## config.mk

```make
export PLATFORM = sky130hd
export DESIGN_NAME = pressure_altitude_gps_offset_top
export DESIGN_NICKNAME = d
export VERILOG_FILES = /design/src/sv/pago_pkg.sv /design/src/sv/pago_core.sv /design/src/sv/pressure_altitude_gps_offset_top.sv
export SDC_FILE = /design/constraint.sdc
export NUM_CORES = 2
export LEC_CHECK = 0
export BUFFER_PORTS_ARGS = -buffer_cell sky130_fd_sc_hd__buf_2
export CAP_MARGIN = 40
export CORE_ASPECT_RATIO = 0.8
export CORE_MARGIN = 2
export CORE_UTILIZATION = 35
export DETAILED_ROUTE_END_ITERATION = 10
export SLEW_MARGIN = 20
export SYNTH_ARGS = -nofsm -noshare
export SYNTH_HDL_FRONTEND = slang
export SYNTH_SLANG_ARGS = --single-unit
```

## constraint.sdc

```tcl
create_clock -name clk -period 12.7 [get_ports clk]
set_input_delay 2.54 -clock clk [delete_from_list [all_inputs] [get_ports clk]]
set_output_delay 2.54 -clock clk [all_outputs]
set_load 0.05 [all_outputs]
```

## src/sv/pago_pkg.sv

```systemverilog
`default_nettype none
package pago_pkg;

  // Fraction bits of the log and exp stages.
  localparam int LOG_FRAC = 24;

  // Exponent 0.190295 in Q.30 and the altitude scale in millimetres.
  localparam logic [31:0] EXP_Q30  = 32'd204327700;
  localparam logic [31:0] SCALE_MM = 32'd44330000;

  // Result status codes.
  localparam logic [2:0] ST_OK       = 3'd0;
  localparam logic [2:0] ST_ALREADY  = 3'd1;
  localparam logic [2:0] ST_PRESSURE = 3'd2;
  localparam logic [2:0] ST_GPS_POOR = 3'd3;
  localparam logic [2:0] ST_GPS_ZERO = 3'd4;

  // Configuration register indexes.
  localparam logic [2:0] REG_QUERY_P0 = 3'd0;
  localparam logic [2:0] REG_CALIB_P0 = 3'd1;
  localparam logic [2:0] REG_MIN_CAL  = 3'd2;
  localparam logic [2:0] REG_MAX_CAL  = 3'd3;
  localparam logic [2:0] REG_MIN_FIX  = 3'd4;
  localparam logic [2:0] REG_MAX_PDOP = 3'd5;

  typedef logic [31:0] root_tab_t [LOG_FRAC];

  // Request from the top level to the power unit.
  typedef struct packed {
    logic        start;
    logic [16:0] p;
    logic [16:0] p0;
  } pago_req_t;

  // Response of the power unit.
  typedef struct packed {
    logic               busy;
    logic               done;
    logic signed [31:0] raw_mm;
  } pago_rsp_t;

  // Floor square root of a 64-bit word.
  function automatic logic [63:0] isqrt64(input logic [63:0] x);
    logic [63:0] res;
    logic [63:0] bit_v;
    logic [63:0] xv;
    res   = '0;
    bit_v = 64'h4000_0000_0000_0000;
    xv    = x;
    for (int i = 0; i < 32; i++) begin
      if (xv >= res + bit_v) begin
        xv  = xv - (res + bit_v);
        res = (res >> 1) + bit_v;
      end else begin
        res = res >> 1;
      end
      bit_v = bit_v >> 2;
    end
    return res;
  endfunction

  // Roots 2^(2^-(i+1)) in Q.30, each the floor root of the one before.
  function automatic root_tab_t gen_roots();
    root_tab_t   tab;
    logic [63:0] root;
    root = 64'h8000_0000;
    for (int i = 0; i < LOG_FRAC; i++) begin
      root   = isqrt64(root << 30);
      tab[i] = root[31:0];
    end
    return tab;
  endfunction

  localparam root_tab_t ROOT_TAB = gen_roots();

endpackage
`default_nettype wire

```

## src/sv/pago_core.sv

```systemverilog
`default_nettype none
module pago_core #(
  parameter int RATIO_FRAC_BITS = 24
) (
  input  wire logic                clk,
  input  wire logic                rst_n,
  input  wire pago_pkg::pago_req_t req,
  output pago_pkg::pago_rsp_t      rsp
);

  localparam int RW = RATIO_FRAC_BITS + 2;
  localparam int CW = $clog2(RW);
  localparam logic [RW-1:0] RMAX = '1;

  localparam logic [3:0] C_IDLE  = 4'd0;
  localparam logic [3:0] C_DIV   = 4'd1;
  localparam logic [3:0] C_NORM  = 4'd2;
  localparam logic [3:0] C_LMUL  = 4'd3;
  localparam logic [3:0] C_LUPD  = 4'd4;
  localparam logic [3:0] C_YMUL  = 4'd5;
  localparam logic [3:0] C_YUPD  = 4'd6;
  localparam logic [3:0] C_EBIT  = 4'd7;
  localparam logic [3:0] C_EMUL  = 4'd8;
  localparam logic [3:0] C_EUPD  = 4'd9;
  localparam logic [3:0] C_SHIFT = 4'd10;
  localparam logic [3:0] C_SMUL  = 4'd11;
  localparam logic [3:0] C_SUPD  = 4'd12;

  logic [3:0]         state_r, state_nxt;
  logic [CW-1:0]      cnt_r, cnt_nxt;
  logic [CW-1:0]      s_r, s_nxt;
  logic [16:0]        rem_r, rem_nxt;
  logic [1:0]         plo_r, plo_nxt;
  logic [16:0]        p0_r, p0_nxt;
  logic [RW-1:0]      w_r, w_nxt;
  logic [30:0]        m_r, m_nxt;
  logic [23:0]        f_r, f_nxt;
  logic [7:0]         k_r, k_nxt;
  logic [23:0]        ef_r, ef_nxt;
  logic [31:0]        acc_r, acc_nxt;
  logic [33:0]        power_r, power_nxt;
  logic [63:0]        prod_r;
  logic signed [31:0] raw_r, raw_nxt;
  logic               done_r, done_nxt;

  // Shared multiplier operands.
  logic [31:0] mul_a, mul_b;

  // Division step signals.
  logic        div_bit;
  logic [17:0] div_t;
  logic        div_ge;
  logic [16:0] div_rem;
  logic [RW-1:0] div_q;

  // Normalized mantissa and log word.
  logic [RW+30:0] norm_tmp;
  logic [30:0]    norm_m;
  logic [7:0]     lg_ip;
  logic [31:0]    lg;
  logic [31:0]    lg_mag;
  logic [31:0]    sq;
  logic [63:0]    rnd_sum;
  logic [31:0]    y_mag, y;

  // Exp scaling and final altitude scaling.
  logic [7:0]         nk;
  logic [1:0]         lsh;
  logic signed [35:0] diff;
  logic [35:0]        dmag;
  logic [31:0]        raw_mag;

  always_comb begin
    div_bit = 1'b0;
    if (cnt_r == CW'(RATIO_FRAC_BITS + 1)) begin
      div_bit = plo_r[1];
    end else if (cnt_r == CW'(RATIO_FRAC_BITS)) begin
      div_bit = plo_r[0];
    end
    div_t   = {rem_r, div_bit};
    div_ge  = div_t >= {1'b0, p0_r};
    div_rem = div_ge ? 17'(div_t - {1'b0, p0_r}) : div_t[16:0];
    div_q   = {w_r[RW-2:0], div_ge};

    norm_tmp = {w_r, 31'b0};
    norm_m   = norm_tmp[RW+30 -: 31];

    // Integer part of log2 is one minus the normalizing shift.
    lg_ip  = 8'd1 - 8'(s_r);
    lg     = {lg_ip, f_r};
    lg_mag = lg[31] ? 32'(-lg) : lg;

    sq      = prod_r[61:30];
    rnd_sum = prod_r + 64'h2000_0000;
    y_mag   = rnd_sum[61:30];
    y       = lg[31] ? 32'(-y_mag) : y_mag;

    nk  = 8'(-k_r);
    lsh = (k_r >= 8'd2) ? 2'd2 : k_r[1:0];

    diff    = 36'sh4000_0000 - $signed({2'b0, power_r});
    dmag    = diff[35] ? 36'(-diff) : 36'(diff);
    raw_mag = rnd_sum[61:30];
  end

  // Operand selection for the shared multiplier.
  always_comb begin
    mul_a = '0;
    mul_b = '0;
    case (state_r)
      C_LMUL: begin
        mul_a = {1'b0, m_r};
        mul_b = {1'b0, m_r};
      end
      C_YMUL: begin
        mul_a = lg_mag;
        mul_b = pago_pkg::EXP_Q30;
      end
      C_EMUL: begin
        mul_a = acc_r;
        mul_b = pago_pkg::ROOT_TAB[cnt_r[4:0]];
      end
      C_SMUL: begin
        mul_a = dmag[31:0];
        mul_b = pago_pkg::SCALE_MM;
      end
      default: begin
        mul_a = '0;
        mul_b = '0;
      end
    endcase
  end

  // Sequencer.
  always_comb begin
    state_nxt = state_r;
    cnt_nxt   = cnt_r;
    s_nxt     = s_r;
    rem_nxt   = rem_r;
    plo_nxt   = plo_r;
    p0_nxt    = p0_r;
    w_nxt     = w_r;
    m_nxt     = m_r;
    f_nxt     = f_r;
    k_nxt     = k_r;
    ef_nxt    = ef_r;
    acc_nxt   = acc_r;
    power_nxt = power_r;
    raw_nxt   = raw_r;
    done_nxt  = 1'b0;
    case (state_r)
      C_IDLE: begin
        if (req.start) begin
          p0_nxt  = req.p0;
          plo_nxt = req.p[1:0];
          rem_nxt = {2'b0, req.p[16:2]};
          cnt_nxt = CW'(RW - 1);
          s_nxt   = '0;
          w_nxt   = '0;
          if (req.p == 17'd0) begin
            power_nxt = '0;
            state_nxt = C_SMUL;
          end else if (req.p0 == 17'd0 || {2'b0, req.p} >= {req.p0, 2'b0}) begin
            // The ratio saturates at just under four.
            w_nxt     = RMAX;
            state_nxt = C_NORM;
          end else begin
            state_nxt = C_DIV;
          end
        end
      end
      C_DIV: begin
        rem_nxt = div_rem;
        w_nxt   = div_q;
        if (cnt_r == '0) begin
          if (div_q == '0) begin
            power_nxt = '0;
            state_nxt = C_SMUL;
          end else begin
            state_nxt = C_NORM;
          end
        end else begin
          cnt_nxt = cnt_r - 1'b1;
        end
      end
      C_NORM: begin
        if (w_r[RW-1]) begin
          m_nxt     = norm_m;
          f_nxt     = '0;
          cnt_nxt   = '0;
          state_nxt = C_LMUL;
        end else begin
          w_nxt = {w_r[RW-2:0], 1'b0};
          s_nxt = s_r + 1'b1;
        end
      end
      C_LMUL: begin
        state_nxt = C_LUPD;
      end
      C_LUPD: begin
        // One fraction bit of log2 per squaring.
        if (sq[31]) begin
          f_nxt = {f_r[22:0], 1'b1};
          m_nxt = sq[31:1];
        end else begin
          f_nxt = {f_r[22:0], 1'b0};
          m_nxt = sq[30:0];
        end
        if (cnt_r == CW'(pago_pkg::LOG_FRAC - 1)) begin
          state_nxt = C_YMUL;
        end else begin
          cnt_nxt   = cnt_r + 1'b1;
          state_nxt = C_LMUL;
        end
      end
      C_YMUL: begin
        state_nxt = C_YUPD;
      end
      C_YUPD: begin
        k_nxt     = y[31:24];
        ef_nxt    = y[23:0];
        acc_nxt   = 32'h4000_0000;
        cnt_nxt   = '0;
        state_nxt = C_EBIT;
      end
      C_EBIT: begin
        if (ef_r[23]) begin
          state_nxt = C_EMUL;
        end else begin
          ef_nxt = {ef_r[22:0], 1'b0};
          if (cnt_r == CW'(pago_pkg::LOG_FRAC - 1)) begin
            state_nxt = C_SHIFT;
          end else begin
            cnt_nxt = cnt_r + 1'b1;
          end
        end
      end
      C_EMUL: begin
        state_nxt = C_EUPD;
      end
      C_EUPD: begin
        acc_nxt = prod_r[61:30];
        ef_nxt  = {ef_r[22:0], 1'b0};
        if (cnt_r == CW'(pago_pkg::LOG_FRAC - 1)) begin
          state_nxt = C_SHIFT;
        end else begin
          cnt_nxt   = cnt_r + 1'b1;
          state_nxt = C_EBIT;
        end
      end
      C_SHIFT: begin
        // Scale by two to the integer part of the exponent.
        if (!k_r[7] && k_r != 8'd0) begin
          power_nxt = {2'b0, acc_r} << lsh;
        end else if (nk >= 8'd34) begin
          power_nxt = '0;
        end else begin
          power_nxt = {2'b0, acc_r} >> nk;
        end
        state_nxt = C_SMUL;
      end
      C_SMUL: begin
        state_nxt = C_SUPD;
      end
      C_SUPD: begin
        raw_nxt   = diff[35] ? 32'(-raw_mag) : raw_mag;
        done_nxt  = 1'b1;
        state_nxt = C_IDLE;
      end
      default: begin
        state_nxt = C_IDLE;
      end
    endcase
  end

  always_ff @(posedge clk) begin
    if (!rst_n) begin
      state_r <= C_IDLE;
      done_r  <= 1'b0;
    end else begin
      state_r <= state_nxt;
      done_r  <= done_nxt;
    end
  end

  always_ff @(posedge clk) begin
    cnt_r   <= cnt_nxt;
    s_r     <= s_nxt;
    rem_r   <= rem_nxt;
    plo_r   <= plo_nxt;
    p0_r    <= p0_nxt;
    w_r     <= w_nxt;
    m_r     <= m_nxt;
    f_r     <= f_nxt;
    k_r     <= k_nxt;
    ef_r    <= ef_nxt;
    acc_r   <= acc_nxt;
    power_r <= power_nxt;
    raw_r   <= raw_nxt;
    prod_r  <= mul_a * mul_b;
  end

  assign rsp.busy   = state_r != C_IDLE;
  assign rsp.done   = done_r;
  assign rsp.raw_mm = raw_r;

endmodule
`default_nettype wire

```

## src/sv/pressure_altitude_gps_offset_top.sv

```systemverilog
`default_nettype none
// Channel  Direction  Handshake                 Payload
// in_      slave      in_tvalid / in_tready     in_tdata (64), in_tuser (1)
// out_     master     out_tvalid / out_tready   out_tdata (32)
// cfg_     write      cfg_we                    cfg_index (3), cfg_wdata (17)
//
// Zero pressure skips to the scaling; a ratio that floors to zero runs the divide and
// scaling; a saturated ratio skips the divide; any other sample or passing calibration
// runs a 26-step divide, 1 to 26 normalize steps, 24 squarings, exp steps and scaling.
// A rejected calibration skips the power unit. in_tready is high only when idle. A
// finished result waits for the output register; a full one stalls the block.
// Reset is synchronous and active low; it restores configuration and control registers.
module pressure_altitude_gps_offset_top #(
  parameter int RATIO_FRAC_BITS = 24
) (
  input  wire logic        clk,
  input  wire logic        rst_n,
  input  wire logic        in_tvalid,
  output logic             in_tready,
  // baro_pa[16:0], gps_fix_kind[19:17], gps_pdop[35:20], gps_altitude_mm[63:36]
  input  wire logic [63:0] in_tdata,
  // mode[0]
  input  wire logic        in_tuser,
  output logic             out_tvalid,
  input  wire logic        out_tready,
  // altitude_mm[27:0], is_calibrated[28], status[31:29]
  output logic [31:0]      out_tdata,
  input  wire logic        cfg_we,
  input  wire logic [2:0]  cfg_index,
  input  wire logic [16:0] cfg_wdata
);

  localparam logic [1:0] T_IDLE = 2'd0;
  localparam logic [1:0] T_BUSY = 2'd1;
  localparam logic [1:0] T_POST = 2'd2;

  localparam logic signed [33:0] ALT_MAX = 34'sd100000000;
  localparam logic signed [33:0] ALT_MIN = -34'sd100000000;
  localparam logic signed [33:0] OFF_MAX = 34'sd2147483647;
  localparam logic signed [33:0] OFF_MIN = -34'sd2147483648;

  logic [16:0]        query_p0_r, calib_p0_r, min_cal_r, max_cal_r;
  logic [2:0]         min_fix_r;
  logic [15:0]        max_pdop_r;
  logic signed [31:0] offset_r, offset_nxt;
  logic               cal_r, cal_nxt;
  logic [1:0]         state_r, state_nxt;
  logic               mode_r, mode_nxt;
  logic signed [27:0] galt_r, galt_nxt;
  logic signed [27:0] pend_alt_r, pend_alt_nxt;
  logic [2:0]         pend_st_r, pend_st_nxt;
  logic               out_valid_r, out_valid_nxt;
  logic [31:0]        out_data_r, out_data_nxt;

  logic               in_acc;
  logic               in_mode;
  logic [16:0]        in_p;
  logic [2:0]         in_fix;
  logic [15:0]        in_pdop;
  logic signed [27:0] in_galt;
  logic [2:0]         chk_st;
  logic               out_free;

  pago_pkg::pago_req_t core_req;
  pago_pkg::pago_rsp_t core_rsp;

  logic signed [33:0] alt_sum, off_diff;

  assign in_mode = in_tuser;
  assign in_p    = in_tdata[16:0];
  assign in_fix  = in_tdata[19:17];
  assign in_pdop = in_tdata[35:20];
  assign in_galt = $signed(in_tdata[63:36]);

  assign in_tready = state_r == T_IDLE;
  assign in_acc    = in_tvalid && in_tready;
  assign out_free  = !out_valid_r || out_tready;

  // Calibration checks in priority order.
  always_comb begin
    if (cal_r) begin
      chk_st = pago_pkg::ST_ALREADY;
    end else if (in_p < min_cal_r || in_p > max_cal_r) begin
      chk_st = pago_pkg::ST_PRESSURE;
    end else if (in_fix < min_fix_r || in_pdop >= max_pdop_r) begin
      chk_st = pago_pkg::ST_GPS_POOR;
    end else if (in_galt == 28'sd0) begin
      chk_st = pago_pkg::ST_GPS_ZERO;
    end else begin
      chk_st = pago_pkg::ST_OK;
    end
  end

  always_comb begin
    core_req.start = in_acc && (!in_mode || chk_st == pago_pkg::ST_OK);
    core_req.p     = in_p;
    core_req.p0    = in_mode ? calib_p0_r : query_p0_r;
  end

  pago_core #(
    .RATIO_FRAC_BITS(RATIO_FRAC_BITS)
  ) u_core (
    .clk  (clk),
    .rst_n(rst_n),
    .req  (core_req),
    .rsp  (core_rsp)
  );

  assign alt_sum  = 34'(core_rsp.raw_mm) + 34'(offset_r);
  assign off_diff = 34'(galt_r) - 34'(core_rsp.raw_mm);

  // Item control and result formation.
  always_comb begin
    state_nxt     = state_r;
    mode_nxt      = mode_r;
    galt_nxt      = galt_r;
    pend_alt_nxt  = pend_alt_r;
    pend_st_nxt   = pend_st_r;
    offset_nxt    = offset_r;
    cal_nxt       = cal_r;
    out_valid_nxt = out_valid_r;
    out_data_nxt  = out_data_r;
    if (out_valid_r && out_tready) begin
      out_valid_nxt = 1'b0;
    end
    case (state_r)
      T_IDLE: begin
        if (in_acc) begin
          mode_nxt = in_mode;
          galt_nxt = in_galt;
          if (core_req.start) begin
            state_nxt = T_BUSY;
          end else begin
            pend_alt_nxt = '0;
            pend_st_nxt  = chk_st;
            state_nxt    = T_POST;
          end
        end
      end
      T_BUSY: begin
        if (core_rsp.done) begin
          pend_st_nxt = pago_pkg::ST_OK;
          if (!mode_r) begin
            if (alt_sum > ALT_MAX) begin
              pend_alt_nxt = 28'(ALT_MAX);
            end else if (alt_sum < ALT_MIN) begin
              pend_alt_nxt = 28'(ALT_MIN);
            end else begin
              pend_alt_nxt = 28'(alt_sum);
            end
          end else begin
            pend_alt_nxt = '0;
            cal_nxt      = 1'b1;
            if (off_diff > OFF_MAX) begin
              offset_nxt = 32'(OFF_MAX);
            end else if (off_diff < OFF_MIN) begin
              offset_nxt = 32'(OFF_MIN);
            end else begin
              offset_nxt = 32'(off_diff);
            end
          end
          state_nxt = T_POST;
        end
      end
      T_POST: begin
        if (out_free) begin
          out_valid_nxt = 1'b1;
          out_data_nxt  = {pend_st_r, cal_r, pend_alt_r};
          state_nxt     = T_IDLE;
        end
      end
      default: begin
        state_nxt = T_IDLE;
      end
    endcase
  end

  always_ff @(posedge clk) begin
    if (!rst_n) begin
      state_r     <= T_IDLE;
      out_valid_r <= 1'b0;
      cal_r       <= 1'b0;
      offset_r    <= '0;
    end else begin
      state_r     <= state_nxt;
      out_valid_r <= out_valid_nxt;
      cal_r       <= cal_nxt;
      offset_r    <= offset_nxt;
    end
  end

  always_ff @(posedge clk) begin
    mode_r     <= mode_nxt;
    galt_r     <= galt_nxt;
    pend_alt_r <= pend_alt_nxt;
    pend_st_r  <= pend_st_nxt;
    out_data_r <= out_data_nxt;
  end

  // Configuration registers.
  always_ff @(posedge clk) begin
    if (!rst_n) begin
      query_p0_r <= 17'd101325;
      calib_p0_r <= 17'd101325;
      min_cal_r  <= 17'd70000;
      max_cal_r  <= 17'd120000;
      min_fix_r  <= 3'd3;
      max_pdop_r <= 16'd300;
    end else if (cfg_we) begin
      case (cfg_index)
        pago_pkg::REG_QUERY_P0: query_p0_r <= cfg_wdata;
        pago_pkg::REG_CALIB_P0: calib_p0_r <= cfg_wdata;
        pago_pkg::REG_MIN_CAL:  min_cal_r  <= cfg_wdata;
        pago_pkg::REG_MAX_CAL:  max_cal_r  <= cfg_wdata;
        pago_pkg::REG_MIN_FIX:  min_fix_r  <= cfg_wdata[2:0];
        pago_pkg::REG_MAX_PDOP: max_pdop_r <= cfg_wdata[15:0];
        default: begin
        end
      endcase
    end
  end

  assign out_tvalid = out_valid_r;
  assign out_tdata  = out_data_r;

  // The power unit finishes only while an item waits on it.
  a_done_busy: assert property (@(posedge clk) disable iff (!rst_n)
    core_rsp.done |-> state_r == T_BUSY)
    else $error("power unit finished with no item pending");

  // The power unit is idle whenever a new beat may be taken.
  a_idle_ready: assert property (@(posedge clk) disable iff (!rst_n)
    in_tready |-> !core_rsp.busy)
    else $error("input ready while the power unit is busy");

  // Once calibrated, the block stays calibrated.
  a_cal_sticky: assert property (@(posedge clk) disable iff (!rst_n)
    cal_r |=> cal_r)
    else $error("calibrated flag dropped");

  // A rejected attempt goes straight to the output stage.
  a_reject_post: assert property (@(posedge clk) disable iff (!rst_n)
    (in_acc && in_mode && chk_st != pago_pkg::ST_OK) |=> state_r == T_POST)
    else $error("rejected attempt did not skip the computation");

  // A nonzero status carries a zero altitude.
  a_status_alt: assert property (@(posedge clk) disable iff (!rst_n)
    (out_tvalid && out_tdata[31:29] != pago_pkg::ST_OK) |-> out_tdata[27:0] == 28'd0)
    else $error("status result with nonzero altitude");

endmodule
`default_nettype wire

```

# After elaboration in Yosys (flattened, before gate mapping)
# Memories as Yosys holds them, arrays and structs flattened.
# Cells that the tools add are included.
classes:
  add_sub_neg: 13
  n_mul: 1
  magnitude_cmp: 13
  eq_ne: 35
  shift: 2
  mux: 82
  bitwise: 1
  reduce_logical: 53
op_table:
  columns: ["cell", "count"]
  rows:
  - ["$mux 32", 8]
  - ["$pmux 32 s4", 2]
  - ["$mux 34", 6]
  - ["$mux 28", 6]
  - ["$mux 26", 4]
  - ["$pmux 34 s3", 1]
  - ["$neg 32->32", 3]
  - ["$pmux 26 s3", 1]
  - ["$pmux 24 s3", 1]
  - ["$pmux 32 s2", 1]
  - ["$add 62x30->62 const B", 1]
  - ["$mul 32x32->62", 1]
  - ["$mux 31", 2]
  - ["$pmux 31 s2", 1]
  - ["$pmux 28 s2", 1]
  - ["$mux 17", 3]
  - ["$mux 24", 2]
  - ["$pmux 24 s2", 1]
  - ["$pmux 4 s12", 1]
  - ["$mux 5", 7]
  - ["$sub 31x34->35 const A", 1]
  - ["$logic_not 17->1", 2]
  - ["$pmux 17 s2", 1]
  - ["$shl 32x2->34", 1]
  - ["61 further kinds", 142]
word_totals:
  regBits: 539
  romBits: 1024
  output_inout_bits: 34
  wordCells: 234
  memories: 1
mem_list:
  columns: ["name", "depth", "width", "read_ports", "rd_clocked_by_memory_dff", "write_ports", "line", "text"]
  rows:
  - ["(no name shown)", 32, 32, 1, 0, 0, "pago_core.sv:121", "mul_b = pago_pkg::ROOT_TAB[cnt_r[4:0]];"]

# Logic depth before layout (Yosys ltp)
depth:
  ltp_word: 11
  mapped_depth: 43
  ltp_nobuf: 41

# Hierarchy
# Synthesis repeated with hierarchy kept, for this count alone.
hier_totals:
  hier_cells: 7555
  area_unflattened_um2: 66422.5
by_module_without_submodules:
  columns: ["mod", "instances", "cells_per_inst", "area_each_um2"]
  rows:
  - ["pago_core", 1, 5995, 52565.4]
  - ["pressure_altitude_gps_offset_top", 1, 1560, 13857.0]

# Worst setup path after synthesis
# No wires, ideal clock.
synth_path:
  kind: "flip-flop to flip-flop"
  startpoint: "register u_core.power_r[0]"
  endpoint: "register u_core.prod_r[52]"
  setup_time_ns: 0.072
  arrival_ns: 9.943
  required_ns: 12.628
  slack_ns: 2.684
  path_stages_with_launch: 37
  n_path_buf: 1
  synth_period_minus_slack_ns: 10.016
  path_cell_list: "edfxtp_1 -> inv_1 -> ha_1 -> or4b_4 -> buf_6 -> or4_4 -> or3_4 -> a211oi_4 -> o2111ai_2 -> nor3_4 -> nor2_1 -> xnor2_2 -> o21ai_1 -> nand2_1 -> fa_1 -> inv_1 -> fa_1 -> inv_1 -> fa_1 -> fa_1 -> inv_1 -> fa_1 -> fa_1 -> fa_1 -> inv_1 -> fa_1 -> inv_1 -> ha_1 -> a21oi_1 -> nor3b_1 -> o221ai_1 -> o21ai_0 -> nand3_1 -> a21boi_0 -> o21bai_1 -> a21oi_1 -> xnor2_1"
synth_between:
  elab_chain_len: 5
synth_lines:
  columns: ["element", "line", "text"]
  rows:
  - ["start, declared", "pago_core.sv:41", "logic [33:0] power_r, power_nxt;"]
  - ["start signal, assigned", "pago_core.sv:298", "power_r <= power_nxt;"]
  - ["$sub 31x34->35 *", "pago_core.sv:101", "diff = 36'sh4000_0000 - $signed({2'b0, power_r});"]
  - ["$neg 32->32", "pago_core.sv:102", "dmag = diff[35] ? 36'(-diff) : 36'(diff);"]
  - ["$mux 32 *", "pago_core.sv:102", null]
  - ["$pmux 32 s4 *", "pago_core.sv:110", "case (state_r)"]
  - ["$mul 32x32->62 *", "pago_core.sv:300", "prod_r <= mul_a * mul_b;"]
  - ["end signal, assigned", "pago_core.sv:300", null]
  - ["end, declared", "pago_core.sv:42", "logic [63:0] prod_r;"]
# Every way passes the cells marked *; elsewhere a longest branch is shown, timed or not.
# A chain may end at the register's enable or synchronous reset.

# Final worst setup path
layout_path:
  startpoint: "register u_core.power_r[0]"
  endpoint: "register u_core.prod_r[53]"
# The elaborated chain is that of the path after synthesis.

==> impl_metrics.json <==
{
  "worst_slew_pin_slew_ps": 961,
  "synth_area_leaders": "sky130_fd_sc_hd__fa_1, sky130_fd_sc_hd__edfxtp_1, sky130_fd_sc_hd__ha_1",
  "cpPeakStageDelay_ps": 730,
  "cts_inserted_buffers": 57,
  "yosys.cell_count.top_type": "sky130_fd_sc_hd__inv_1",
  "synth_top_family_by_area": "adder cells",
  "antenna_found_initial": 5,
  "ctsHoldBuffers": 0,
  "most_numerous_cell_types_in_the_synthesized_netlist": "sky130_fd_sc_hd__inv_1, sky130_fd_sc_hd__nand2_1, sky130_fd_sc_hd__fa_1, sky130_fd_sc_hd__nor2_1, sky130_fd_sc_hd__ha_1",
  "vias": 55600,
  "grtUsageTotal": 0.257,
  "post-synth-top-area-fraction": 0.266,
  "overflow": 0,
  "die_area_mm2": 0.190,
  "final.period_utilization": 0.966,
  "criticalPathCategory": "register to register",
  "critical_path_required_ps": 13220,
  "cp_max_fo": 8,
  "final.setup.worst_slack_ps": 427,
  "powerDensity_mw_per_mm2": 59.0,
  "final_nets": 8831,
  "cellLeakagePower_uw": 0.0315,
  "timing.rr.end": "u_core.prod_r[53]",
  "maxCapViolations": 0,
  "via_count_normalized_by_instance_count": 5.61,
  "die-height_um": 391,
  "placed_area_mm2": 0.0697,
  "most_instantiated_flip_flop_cell_in_the_synthesis_netlist": "sky130_fd_sc_hd__edfxtp_1",
  "wl_per_cell_um": 24.8,
  "synthDominantAreaCellType": "sky130_fd_sc_hd__fa_1",
  "ys_seq_area_frac": 0.209,
  "synth-async-reset-ratio": 0,
  "drive_above_1_share": 0.0829,
  "worst-endpoint-arrival_ps": 12790,
  "synth_compound_gate_area_share": 0.132,
  "synth-adder-area-share": 0.351,
  "fin_setup_tns_ps": 0,
  "worstRegToRegCells": 33,
  "cts-root-to-sink-buffers": 3,
  "grt_pass1_wl_mm": 365,
  "placeableCoreArea_mm2": 0.185,
  "drt-pass1-iter-count": 8,
  "synth-edff-count": 349,
  "critical_path.reg2reg.startpoint": "u_core.power_r[0]",
  "pin_count_of_the_biggest_net_entering_global_routing": 72,
  "final_area_mm2": 0.0718,
  "mappedNetlistArea_mm2": 0.0654,
  "critPathLaunchType": "register",
  "crit_start": "u_core.power_r[0]",
  "timing.hold.worst.class": "register to register",
  "cell_at_the_root_of_the_clock_tree": "sky130_fd_sc_hd__clkbuf_16",
  "grt_pass1_vias": 55500,
  "syn_to_final_growth_pct": 9.70,
  "place.gp.congestion": 0.993,
  "cts_post_setup_buffers_inserted": 0,
  "cp_common_cell": "sky130_fd_sc_hd__fa_1",
  "fill_cells": 18600,
  "post_synth_inst_count": 7409,
  "ys_warn_count": 0,
  "setup_viol": 0,
  "htreeDepth": 2,
  "place.port_buffers": 123,
  "synth-simple-area-share": 0.157,
  "post-route-min-period_ps": 12270,
  "dpl.hpwl_mm": 195,
  "drt_iter0_markers": 7182,
  "floorplan.die.width_um": 487,
  "syn_avg_cell_area_um2": 8.83,
  "post-route-drc-count": 0,
  "status": "finished, final reports clean",
  "critical-path-slowest-cell": "sky130_fd_sc_hd__a2111oi_4",
  "io_pins": 124,
  "wl_mm": 246,
  "fmax_mhz": 81.5,
  "initial_core_utilization": 0.353,
  "postSynthRegisterBits": 510,
  "finalHoldViolations": 0,
  "timing.critical_path.to": "u_core.prod_r[53]",
  "maxSlewViolCount": 0,
  "regToRegSetupSlack_ps": 430,
  "crit_path_end_kind": "register",
  "clock_latency_ps": 660,
  "cts.clk_slew.worst_paths_ps": 60,
  "fin_skew_ps": 40.4,
  "place_ws_ps": 679,
  "max_slew_margin": 0.360,
  "syn-num-nets": 8811,
  "ir_drop_worst_case_vdd_mv": 0.121,
  "synth.distinct_cells": 104,
  "placement_rows": 141,
  "cts.repair.resized": 0,
  "muxShareOfSynthArea": 0.0233,
  "grt_setup_unrepaired": "false",
  "post_synth_xor_area_fraction": 0.0385,
  "route.antenna.remaining_nets": 0,
  "clkSinkCount": 510,
  "cts_tree": "yes"
}
-- stage by stage --
step / std cells / total power [uW] / hold WS (ps) / utilization
2_1_floorplan: 7409 / 2310 / 400 / -
3_5_place_dp: 9786 / 2510 / 405 / 0.376
3_3_place_gp: 9757 / 2500 / 403 / 0.374
6_report: 9911 / 4230 / 418 / 0.387
4_1_cts: 9894 / 4250 / 419 / 0.387
5_1_grt: 9909 / 4390 / 423 / 0.387
-- state kept, by name (all words and copies together), names as in the netlist, 24 cells and up --
signal	cells
u_core.prod_r	33
u_core.acc_r	32
u_core.w_r	26
u_core.f_r	24
offset_r	32
u_core.raw_r	32
pend_alt_r	28
galt_r	28
u_core.power_r	34
out_tdata	32
u_core.m_r	31
u_core.ef_r	24
-- placed cells by master, fill, tap and decap left out, types with 128 or more instances in the layout --
cell type	instances
sky130_fd_sc_hd__ha_1	444
sky130_fd_sc_hd__nand2_1	920
sky130_fd_sc_hd__buf_4	186
sky130_fd_sc_hd__nor2_1	690
sky130_fd_sc_hd__xnor2_1	165
sky130_fd_sc_hd__a21oi_1	420
sky130_fd_sc_hd__buf_2	128
sky130_fd_sc_hd__edfxtp_1	349
sky130_fd_sc_hd__dfxtp_1	160
sky130_fd_sc_hd__o21ai_0	279
sky130_fd_sc_hd__fa_1	868
sky130_fd_sc_hd__inv_1	1149
-- area by class of cell --
type | count | area, um2 | area share
Sequential cell | 510 | 13700 | 0.191
Inverter | 1152 | 4320 | 0.0602
Timing Repair Buffer | 348 | 2550 | 0.0356
Multi-Input combinational cell | 5360 | 46200 | 0.644
Antenna cell | 2 | 5.00 | 0.0000697
Clock inverter | 37 | 427 | 0.00594
Clock buffer | 71 | 1520 | 0.0212
Tap cell | 2431 | 3040 | 0.0424
-- power by group --
part | internal, uW | leakage [uW] | switching (uW)
Clock | 1000 | 0.000933 | 736
Combinational | 202 | 0.0260 | 396
Sequential | 1850 | 0.00461 | 49.4
-- how the worst min path moves through the flow --
stage | start | to | depth (start not counted)
global placement | pend_alt_r[21] | out_tdata[21] | 0
floorplan | pend_alt_r[0] | out_tdata[0] | 0
detailed placement | pend_alt_r[15] | out_tdata[15] | 0
finish | pend_alt_r[7] | out_tdata[7] | 0
global route | pend_alt_r[2] | out_tdata[2] | 0
CTS | pend_alt_r[15] | out_tdata[15] | 0
-- critical path, delay by kind of cell, from the launching register on --
family	cells	cell delay, ps
flops	1	500
compound gates	8	2620
xor+xnor	1	660
buf+inv	3	240
fa+ha+maj	10	4700
simple gates	11	3400
-- routing by layer --
layer  part of all wire  global-route usage  vias to the layer above
met5            0.00070                   0                        -
met4              0.026              0.0604                        2
met3               0.13              0.0862                      384
met2               0.41               0.364                     2867
met1               0.44               0.373                    27900
li1                   -                   -                    24500
-- cell families after synthesis --
| group | Yosys count |
|---|---|
| AOI/OAI and AO/OA | 1347 |
| xor gates and xnor gates | 287 |
| adders and majority gates | 1314 |
| buffers and inverters | 1539 |
| DFF | 510 |
| muxes | 126 |
| other | 1 |
| and+or+nand+nor | 2285 |
Power figures use the tool's default switching activity.
